### src/rtl/pau_pkg.sv
`timescale 1ns / 1ps
package pau_pkg;

   localparam int MAX_TERMS = 32;
   localparam int TERM_AW   = $clog2(MAX_TERMS);
   localparam int LEN_W     = TERM_AW + 1;
   localparam int ACC_DEPTH = 2 * MAX_TERMS;
   localparam int ACC_AW    = $clog2(ACC_DEPTH);

   localparam logic [2:0] CMD_APPEND_A = 3'd0;
   localparam logic [2:0] CMD_APPEND_B = 3'd1;
   localparam logic [2:0] CMD_ADD      = 3'd2;
   localparam logic [2:0] CMD_SUB      = 3'd3;
   localparam logic [2:0] CMD_MUL      = 3'd4;
   localparam logic [2:0] CMD_DIV      = 3'd5;

   localparam logic [2:0] ST_OK               = 3'd0;
   localparam logic [2:0] ST_SAT              = 3'd1;
   localparam logic [2:0] ST_EMPTY_DIVISOR    = 3'd2;
   localparam logic [2:0] ST_DIVISOR_LONGER   = 3'd3;
   localparam logic [2:0] ST_ZERO_LOW_TERM    = 3'd4;
   localparam logic [2:0] ST_EMPTY_RESULT     = 3'd5;

   // dividend accumulator clamp, 2^47 - 1
   localparam logic signed [63:0] DLIM = 64'sh0000_7FFF_FFFF_FFFF;

   typedef struct packed {
      logic [2:0]         cmd;
      logic signed [31:0] coeff_in;
   } req_type;

   typedef struct packed {
      logic signed [31:0] coeff_out;
      logic [5:0]         term_index;
      logic               last;
      logic [2:0]         status;
   } rsp_type;

   typedef enum logic [2:0] {
      SRC_SUM,
      SRC_ZERO,
      SRC_MAC,
      SRC_DSUB,
      SRC_QUOT
   } src_type;

   typedef enum logic [4:0] {
      S_IDLE,
      S_AS_RD,
      S_AS_WR,
      S_MCLR,
      S_M_RD,
      S_M_MUL,
      S_M_ACC,
      S_D_CHK,
      S_D_CHK2,
      S_D_RD,
      S_D_LD,
      S_D_DIV,
      S_D_Q,
      S_D_JRD,
      S_D_JMUL,
      S_D_JWR,
      S_D_QWR,
      S_O_RD,
      S_O_EMIT,
      S_ERR
   } state_type;

   typedef struct packed {
      logic               a_we;
      logic               b_we;
      logic [TERM_AW-1:0] a_addr;
      logic [TERM_AW-1:0] b_addr;
      logic               acc_we;
      logic [ACC_AW-1:0]  acc_raddr;
      logic [ACC_AW-1:0]  acc_waddr;
      src_type            src;
      logic               use_a;
      logic               use_b;
      logic               subtract;
      logic               cap_mul;
      logic               mul_q;
      logic               cap_acc;
      logic               div_load;
      logic               q_form;
      logic               emit;
      logic               round;
      logic [ACC_AW-1:0]  index;
      logic               last;
      logic               err_emit;
      logic [2:0]         err_code;
   } dp_cmd_type;

   typedef struct packed {
      logic div_done;
      logic b_zero;
   } dp_stat_type;

   // Q32.32 to Q16.16: add half an LSB, floor
   function automatic logic signed [63:0] round16(input logic signed [63:0] x);
      return (x >>> 16) + $signed({63'd0, x[15]});
   endfunction

endpackage

### src/rtl/pau_ctrl.sv
`timescale 1ns / 1ps
module pau_ctrl (
   input  logic                 clock,
   input  logic                 reset,
   input  logic                 start,
   input  logic [2:0]           req_cmd,
   output logic                 busy,
   output pau_pkg::dp_cmd_type  cmd,
   input  pau_pkg::dp_stat_type stat
);
   import pau_pkg::*;

   state_type          state_ff, state_in;
   logic [LEN_W-1:0]   la_ff, la_in, lb_ff, lb_in;
   logic [LEN_W-1:0]   opa_ff, opa_in, opb_ff, opb_in;
   logic [2:0]         op_ff, op_in;
   logic [ACC_AW-1:0]  n_ff, n_in, k_ff, k_in;
   logic [LEN_W-1:0]   i_ff, i_in, j_ff, j_in;
   logic [2:0]         err_ff, err_in;

   logic [ACC_AW-1:0]  k_nx, lim, ij;
   logic [LEN_W-1:0]   i_nx, j_nx, len_max;
   logic               a_room, b_room;

   assign k_nx    = k_ff + ACC_AW'(1);
   assign i_nx    = i_ff + LEN_W'(1);
   assign j_nx    = j_ff + LEN_W'(1);
   assign ij      = ACC_AW'(i_ff) + ACC_AW'(j_ff);
   assign lim     = (op_ff == CMD_DIV) ? ACC_AW'(opa_ff) : n_ff;
   assign len_max = (la_ff > lb_ff) ? la_ff : lb_ff;
   assign a_room  = la_ff < LEN_W'(MAX_TERMS);
   assign b_room  = lb_ff < LEN_W'(MAX_TERMS);
   assign busy    = (state_ff != S_IDLE);

   always_comb begin
      state_in = state_ff;
      la_in    = la_ff;
      lb_in    = lb_ff;
      opa_in   = opa_ff;
      opb_in   = opb_ff;
      op_in    = op_ff;
      n_in     = n_ff;
      k_in     = k_ff;
      i_in     = i_ff;
      j_in     = j_ff;
      err_in   = err_ff;
      unique case (state_ff)
         S_IDLE: begin
            if (start) begin
               if (req_cmd == CMD_APPEND_A) begin
                  if (a_room) la_in = la_ff + LEN_W'(1);
               end else if (req_cmd == CMD_APPEND_B) begin
                  if (b_room) lb_in = lb_ff + LEN_W'(1);
               end else if (req_cmd == CMD_ADD || req_cmd == CMD_SUB ||
                            req_cmd == CMD_MUL || req_cmd == CMD_DIV) begin
                  la_in  = '0;
                  lb_in  = '0;
                  opa_in = la_ff;
                  opb_in = lb_ff;
                  op_in  = req_cmd;
                  k_in   = '0;
                  i_in   = '0;
                  j_in   = '0;
                  if (req_cmd == CMD_ADD || req_cmd == CMD_SUB) begin
                     n_in = ACC_AW'(len_max);
                     if (len_max == '0) begin
                        err_in   = ST_EMPTY_RESULT;
                        state_in = S_ERR;
                     end else begin
                        state_in = S_AS_RD;
                     end
                  end else if (req_cmd == CMD_MUL) begin
                     n_in = ACC_AW'({1'b0, la_ff} + {1'b0, lb_ff} - 1'b1);
                     if (la_ff == '0 || lb_ff == '0) begin
                        err_in   = ST_EMPTY_RESULT;
                        state_in = S_ERR;
                     end else begin
                        state_in = S_MCLR;
                     end
                  end else begin
                     n_in = ACC_AW'(la_ff - lb_ff + LEN_W'(1));
                     if (lb_ff == '0) begin
                        err_in   = ST_EMPTY_DIVISOR;
                        state_in = S_ERR;
                     end else if (la_ff < lb_ff) begin
                        err_in   = ST_DIVISOR_LONGER;
                        state_in = S_ERR;
                     end else begin
                        state_in = S_D_CHK;
                     end
                  end
               end
            end
         end
         S_AS_RD: state_in = S_AS_WR;
         S_AS_WR: begin
            if (k_nx == lim) begin
               k_in     = '0;
               i_in     = '0;
               state_in = (op_ff == CMD_DIV) ? S_D_RD : S_O_RD;
            end else begin
               k_in     = k_nx;
               state_in = S_AS_RD;
            end
         end
         S_MCLR: begin
            if (k_nx == n_ff) begin
               k_in     = '0;
               state_in = S_M_RD;
            end else begin
               k_in = k_nx;
            end
         end
         S_M_RD:  state_in = S_M_MUL;
         S_M_MUL: state_in = S_M_ACC;
         S_M_ACC: begin
            state_in = S_M_RD;
            if (j_nx == opb_ff) begin
               j_in = '0;
               if (i_nx == opa_ff) begin
                  k_in     = '0;
                  state_in = S_O_RD;
               end else begin
                  i_in = i_nx;
               end
            end else begin
               j_in = j_nx;
            end
         end
         S_D_CHK: state_in = S_D_CHK2;
         S_D_CHK2: begin
            if (stat.b_zero) begin
               err_in   = ST_ZERO_LOW_TERM;
               state_in = S_ERR;
            end else begin
               k_in     = '0;
               state_in = S_AS_RD;
            end
         end
         S_D_RD: state_in = S_D_LD;
         S_D_LD: state_in = S_D_DIV;
         S_D_DIV: begin
            if (stat.div_done) state_in = S_D_Q;
         end
         S_D_Q: begin
            j_in     = '0;
            state_in = S_D_JRD;
         end
         S_D_JRD:  state_in = S_D_JMUL;
         S_D_JMUL: state_in = S_D_JWR;
         S_D_JWR: begin
            if (j_nx == opb_ff) begin
               state_in = S_D_QWR;
            end else begin
               j_in     = j_nx;
               state_in = S_D_JRD;
            end
         end
         S_D_QWR: begin
            if (ACC_AW'(i_nx) == n_ff) begin
               k_in     = '0;
               state_in = S_O_RD;
            end else begin
               i_in     = i_nx;
               state_in = S_D_RD;
            end
         end
         S_O_RD: state_in = S_O_EMIT;
         S_O_EMIT: begin
            if (k_nx == n_ff) begin
               state_in = S_IDLE;
            end else begin
               k_in     = k_nx;
               state_in = S_O_RD;
            end
         end
         S_ERR:   state_in = S_IDLE;
         default: state_in = S_IDLE;
      endcase
   end

   always_comb begin
      cmd           = '0;
      cmd.src       = SRC_SUM;
      cmd.a_addr    = TERM_AW'(k_ff);
      cmd.b_addr    = TERM_AW'(k_ff);
      cmd.acc_raddr = k_ff;
      cmd.acc_waddr = k_ff;
      cmd.index     = k_ff;
      cmd.err_code  = err_ff;
      unique case (state_ff)
         S_IDLE: begin
            cmd.a_addr = TERM_AW'(la_ff);
            cmd.b_addr = TERM_AW'(lb_ff);
            cmd.a_we   = start && (req_cmd == CMD_APPEND_A) && a_room;
            cmd.b_we   = start && (req_cmd == CMD_APPEND_B) && b_room;
         end
         S_AS_WR: begin
            cmd.acc_we   = 1'b1;
            cmd.src      = SRC_SUM;
            cmd.use_a    = k_ff < ACC_AW'(opa_ff);
            cmd.use_b    = (op_ff != CMD_DIV) && (k_ff < ACC_AW'(opb_ff));
            cmd.subtract = (op_ff == CMD_SUB);
         end
         S_MCLR: begin
            cmd.acc_we = 1'b1;
            cmd.src    = SRC_ZERO;
         end
         S_M_RD: begin
            cmd.a_addr    = TERM_AW'(i_ff);
            cmd.b_addr    = TERM_AW'(j_ff);
            cmd.acc_raddr = ij;
         end
         S_M_MUL: begin
            cmd.cap_mul = 1'b1;
            cmd.cap_acc = 1'b1;
         end
         S_M_ACC: begin
            cmd.acc_we    = 1'b1;
            cmd.acc_waddr = ij;
            cmd.src       = SRC_MAC;
         end
         S_D_CHK, S_D_CHK2: begin
            cmd.b_addr = '0;
         end
         S_D_RD, S_D_LD: begin
            cmd.b_addr    = '0;
            cmd.acc_raddr = ACC_AW'(i_ff);
            cmd.div_load  = (state_ff == S_D_LD);
         end
         S_D_Q: begin
            cmd.q_form = 1'b1;
         end
         S_D_JRD: begin
            cmd.b_addr    = TERM_AW'(j_ff);
            cmd.acc_raddr = ij;
         end
         S_D_JMUL: begin
            cmd.mul_q   = 1'b1;
            cmd.cap_mul = 1'b1;
            cmd.cap_acc = 1'b1;
         end
         S_D_JWR: begin
            cmd.acc_we    = 1'b1;
            cmd.acc_waddr = ij;
            cmd.src       = SRC_DSUB;
         end
         S_D_QWR: begin
            // dividend term i is dead now, reuse its slot for the quotient
            cmd.acc_we    = 1'b1;
            cmd.acc_waddr = ACC_AW'(i_ff);
            cmd.src       = SRC_QUOT;
         end
         S_O_EMIT: begin
            cmd.emit  = 1'b1;
            cmd.round = (op_ff == CMD_MUL);
            cmd.last  = (k_nx == n_ff);
         end
         S_ERR: begin
            cmd.err_emit = 1'b1;
         end
         default: begin
         end
      endcase
   end

   always_ff @(posedge clock) begin
      if (reset) begin
         state_ff <= S_IDLE;
         la_ff    <= '0;
         lb_ff    <= '0;
         opa_ff   <= '0;
         opb_ff   <= '0;
         op_ff    <= '0;
         n_ff     <= '0;
         k_ff     <= '0;
         i_ff     <= '0;
         j_ff     <= '0;
         err_ff   <= '0;
      end else begin
         state_ff <= state_in;
         la_ff    <= la_in;
         lb_ff    <= lb_in;
         opa_ff   <= opa_in;
         opb_ff   <= opb_in;
         op_ff    <= op_in;
         n_ff     <= n_in;
         k_ff     <= k_in;
         i_ff     <= i_in;
         j_ff     <= j_in;
         err_ff   <= err_in;
      end
   end

endmodule

### config.mk
export PLATFORM = sky130hd
export DESIGN_NAME = pau_ctrl
export DESIGN_NICKNAME = d
export VERILOG_FILES = /design/src/rtl/pau_pkg.sv /design/src/rtl/pau_ctrl.sv
export SDC_FILE = /design/constraint.sdc
export NUM_CORES = 1
export LEC_CHECK = 0
export BUFFER_PORTS_ARGS = -buffer_cell sky130_fd_sc_hd__buf_2
export CORE_MARGIN = 1
export CORE_UTILIZATION = 45
export DETAILED_ROUTE_END_ITERATION = 10
export GPL_ROUTABILITY_DRIVEN = 0
export PLACE_DENSITY = 0.74
export SYNTH_ARGS = -nofsm -noshare
export SYNTH_HDL_FRONTEND = slang
export SYNTH_SLANG_ARGS = --single-unit
### constraint.sdc
create_clock -name clock -period 8.1 [get_ports clock]
set_input_delay 1.62 -clock clock [delete_from_list [all_inputs] [get_ports clock]]
set_output_delay 1.62 -clock clock [all_outputs]
set_load 0.005 [all_outputs]
==> qor.txt <==
gr usage total - 25.6%
Leak - 2.51 nW
CTS sink cnt - 59
Critical Path Fanout Max - 24
Reg-to-Reg End - k_ff[5]
failing checks - DRC
# hold bufs at CTS - 0
min cycle time layout - 4.63 ns
Clock Latency Late Sink - 0.33 ns
vias in the first global route - 5,022
CTS tree - built
Final Slew Violations - 0
Core ar. - 0.0116 mm2
die height - 112 um
I/O pin count - 58
Fin Hold WS - 0.479 ns
Final period util - 57.2%
CTS clock-pin slew for the worst setup and hold paths - 0.05 ns
Synth-to-Final Area Change - 9.93%
PortBufs - 57
Final Hold Viols - 0
WHS Path Cells - 1
largest cells by area after synthesis - dfxtp_1, ha_1, xnor2_1, nand2_1, a21oi_1
post-CTS resize count - 0
P per Cell Area - 213 mW/mm2
pre-CTS setup slack - 3.82 ns
synth unique cells - 78
total number of vias - 5,312
largest net degree at the start of global routing - 47
RSZ-0062 raised after global routing - no
CTS H-tree depth - 3
HP Class - flip-flop to flip-flop
Max VDD drop - 112 uV
Total Neg Setup Slack - 0 ns
drt total wl - 15,700 um
CP Launch Type - flip-flop
Post-route DRC - 4
Die X - 112 um
Layout fillers - 1,085
RR Startpoint - k_ff[0]
R2R Setup Slk - 4.59 ns
FFs w/ async S/R, synth - 0%
leading cell type in the layout, fill and taps excluded - nand2_1
most frequent cells in the layout - nand2_1, nor2_1, dfxtp_1
CP Class - flip-flop to output pin
CTS root buf - clkbuf_16
Final nets - 797
Main synth FF type - dfxtp_1
final setup violation count - 0
Hold Path End - err_ff[1]
number of synthesized flops with an enable pin - 0
n_diodes - 0
synthesized netlist cell count - 712
Reg2Reg Depth - 9
share of the synthesized area in the top cell type - 21.8%
Post-Syn Nets - 769
fraction of layout cells with a size suffix above 1 - 12.6%
Seq cells post-synth - 59
fmax - 216 MHz
setup ws final - 3.47 ns
initial core utilization - 46.7%
status - finished, violations left
Syn Area/Cell - 7.59 um2
Layout Skew - 0.00652 ns
Worst EP arrival - 3.01 ns
Worst Max-Slew Pin Slew - 0.968 ns
iteration-0 DRC count of the detailed router - 792
Via density - 5.98
relative max-transition margin - 35.0%
Clock Path Buffers - 2
post-synth top area cell - dfxtp_1
# rows - 39
Cell Area, Synth - 0.00541 mm2
drt first pass iters - 11
Layout Utilization - 51.4%
register area share after synthesis - 21.8%
Final ANT Viol Nets - 0
Worst setup EP type - output pin
routed length per instance - 17.6 um
antenna violations before repair - 0
post-DP HPWL - 11,600 um
TritonCTS Buffers - 9
Req. time, crit path - 6.48 ns
max_cap viols - 0
first-pass GRT wire length - 25,500 um
die area - 0.0125 mm2
yosys warns - 0
postcts setup bufs - 0
total grt overflow - 0
Hold Startpoint - err_ff[1]
[state kept, by name, indices dropped and copies added (netlist names), 5 cells and up]
signal    flops
i_ff          6
j_ff          6
k_ff          6
la_ff         6
lb_ff         6
n_ff          6
opa_ff        6
opb_ff        6
state_ff      5
[where the power goes]
group / internal (W) / total, W / switching, W
sequential: 0.000312 / 0.000382 / 0.0000696
combinational: 0.000180 / 0.000498 / 0.000318
clock: 0.000245 / 0.000384 / 0.000139
total: 0.000737 / 0.00126 / 0.000527
[routing by layer]
| layer | routed length, um | GRT usage [%] | up-vias | part of all wire [%] |
|---|---|---|---|---|
| li1 | - | - | 2561 | - |
| met1 | 6860 | 33.3 | 2431 | 44 |
| met2 | 6870 | 40.6 | 263 | 44 |
| met3 | 1310 | 5.28 | 57 | 8.4 |
| met4 | 619 | 12.3 | 0 | 4.0 |
| met5 | 0 | 0 | - | 0 |
[worst max-delay path, stage by stage (launching register included)]
cell      delay (ns)
dfxtp_1         0.83
nand2b_1        0.21
nand2_1         0.08
nor3_1          0.75
nor2_1          0.32
a221o_1         0.36
buf_2           0.13
[how the worst max path moves through the flow]
stage	start	to	slack, ns	depth (start not counted)
floorplan	req_cmd[2]	cmd[47]	4.33	3
global placement	req_cmd[1]	k_ff[4]	3.87	9
detailed placement	req_cmd[1]	k_ff[4]	3.82	9
CTS	state_ff[3]	cmd[32]	3.60	6
global route	state_ff[0]	cmd[33]	3.32	7
finish	state_ff[3]	cmd[32]	3.47	6
[cells in the mapped netlist (6+ instances only)]
| master | n |
|---|---|
| nand2_1 | 83 |
| nor2_1 | 68 |
| dfxtp_1 | 59 |
| a21oi_1 | 56 |
| inv_1 | 52 |
| xnor2_1 | 46 |
| ha_1 | 44 |
| o21ai_0 | 32 |
| clkbuf_1 | 20 |
| xor2_1 | 18 |
| nand3_1 | 17 |
| nor3_1 | 16 |
| a211oi_1 | 11 |
| a22oi_1 | 11 |
| nand2b_1 | 11 |
| a222oi_1 | 10 |
| and3_1 | 9 |
| buf_2 | 8 |
| a21o_1 | 7 |
| mux2i_1 | 7 |
| buf_4 | 6 |
| buf_6 | 6 |
| nor4_1 | 6 |
| or3_1 | 6 |
[stage by stage]
stage / cells / area [um2] / power [W]
2_1_floorplan: 712 / 5410 / 0.000743
3_3_place_gp: 872 / 5650 / 0.000866
3_5_place_dp: 872 / 5650 / 0.000868
4_1_cts: 888 / 5940 / 0.00125
5_1_grt: 888 / 5940 / 0.00133
6_report: 888 / 5940 / 0.00126
[area by class of cell]
| cell class | instances | area, um2 | area share [%] |
|---|---|---|---|
| Sequential cell | 59 | 1180 | 19.9 |
| Clock buffer | 11 | 243 | 4.08 |
| Inverter | 54 | 203 | 3.41 |
| Timing Repair Buffer | 60 | 308 | 5.18 |
| Multi-Input combinational cell | 556 | 3780 | 63.6 |
| Tap cell | 143 | 179 | 3.01 |
| Clock inverter | 5 | 52.6 | 0.884 |
[cells by family (layout without fill, tap and decap cells)]
logic type | Yosys count | count (layout) | share of synthesized area (%)
AO/OA/AOI/OAI | 173 | 173 | 21.0
XOR/XNOR | 66 | 66 | 11.2
adder cells (fa/ha/maj) | 50 | 50 | 12.2
buffers and inverters | 97 | 130 | 8.28
flip-flops | 59 | 59 | 21.8
multiplexers | 7 | 7 | 1.30
AND/OR/NAND/NOR | 260 | 260 | 24.1
(Power assumes the default switching activity.)
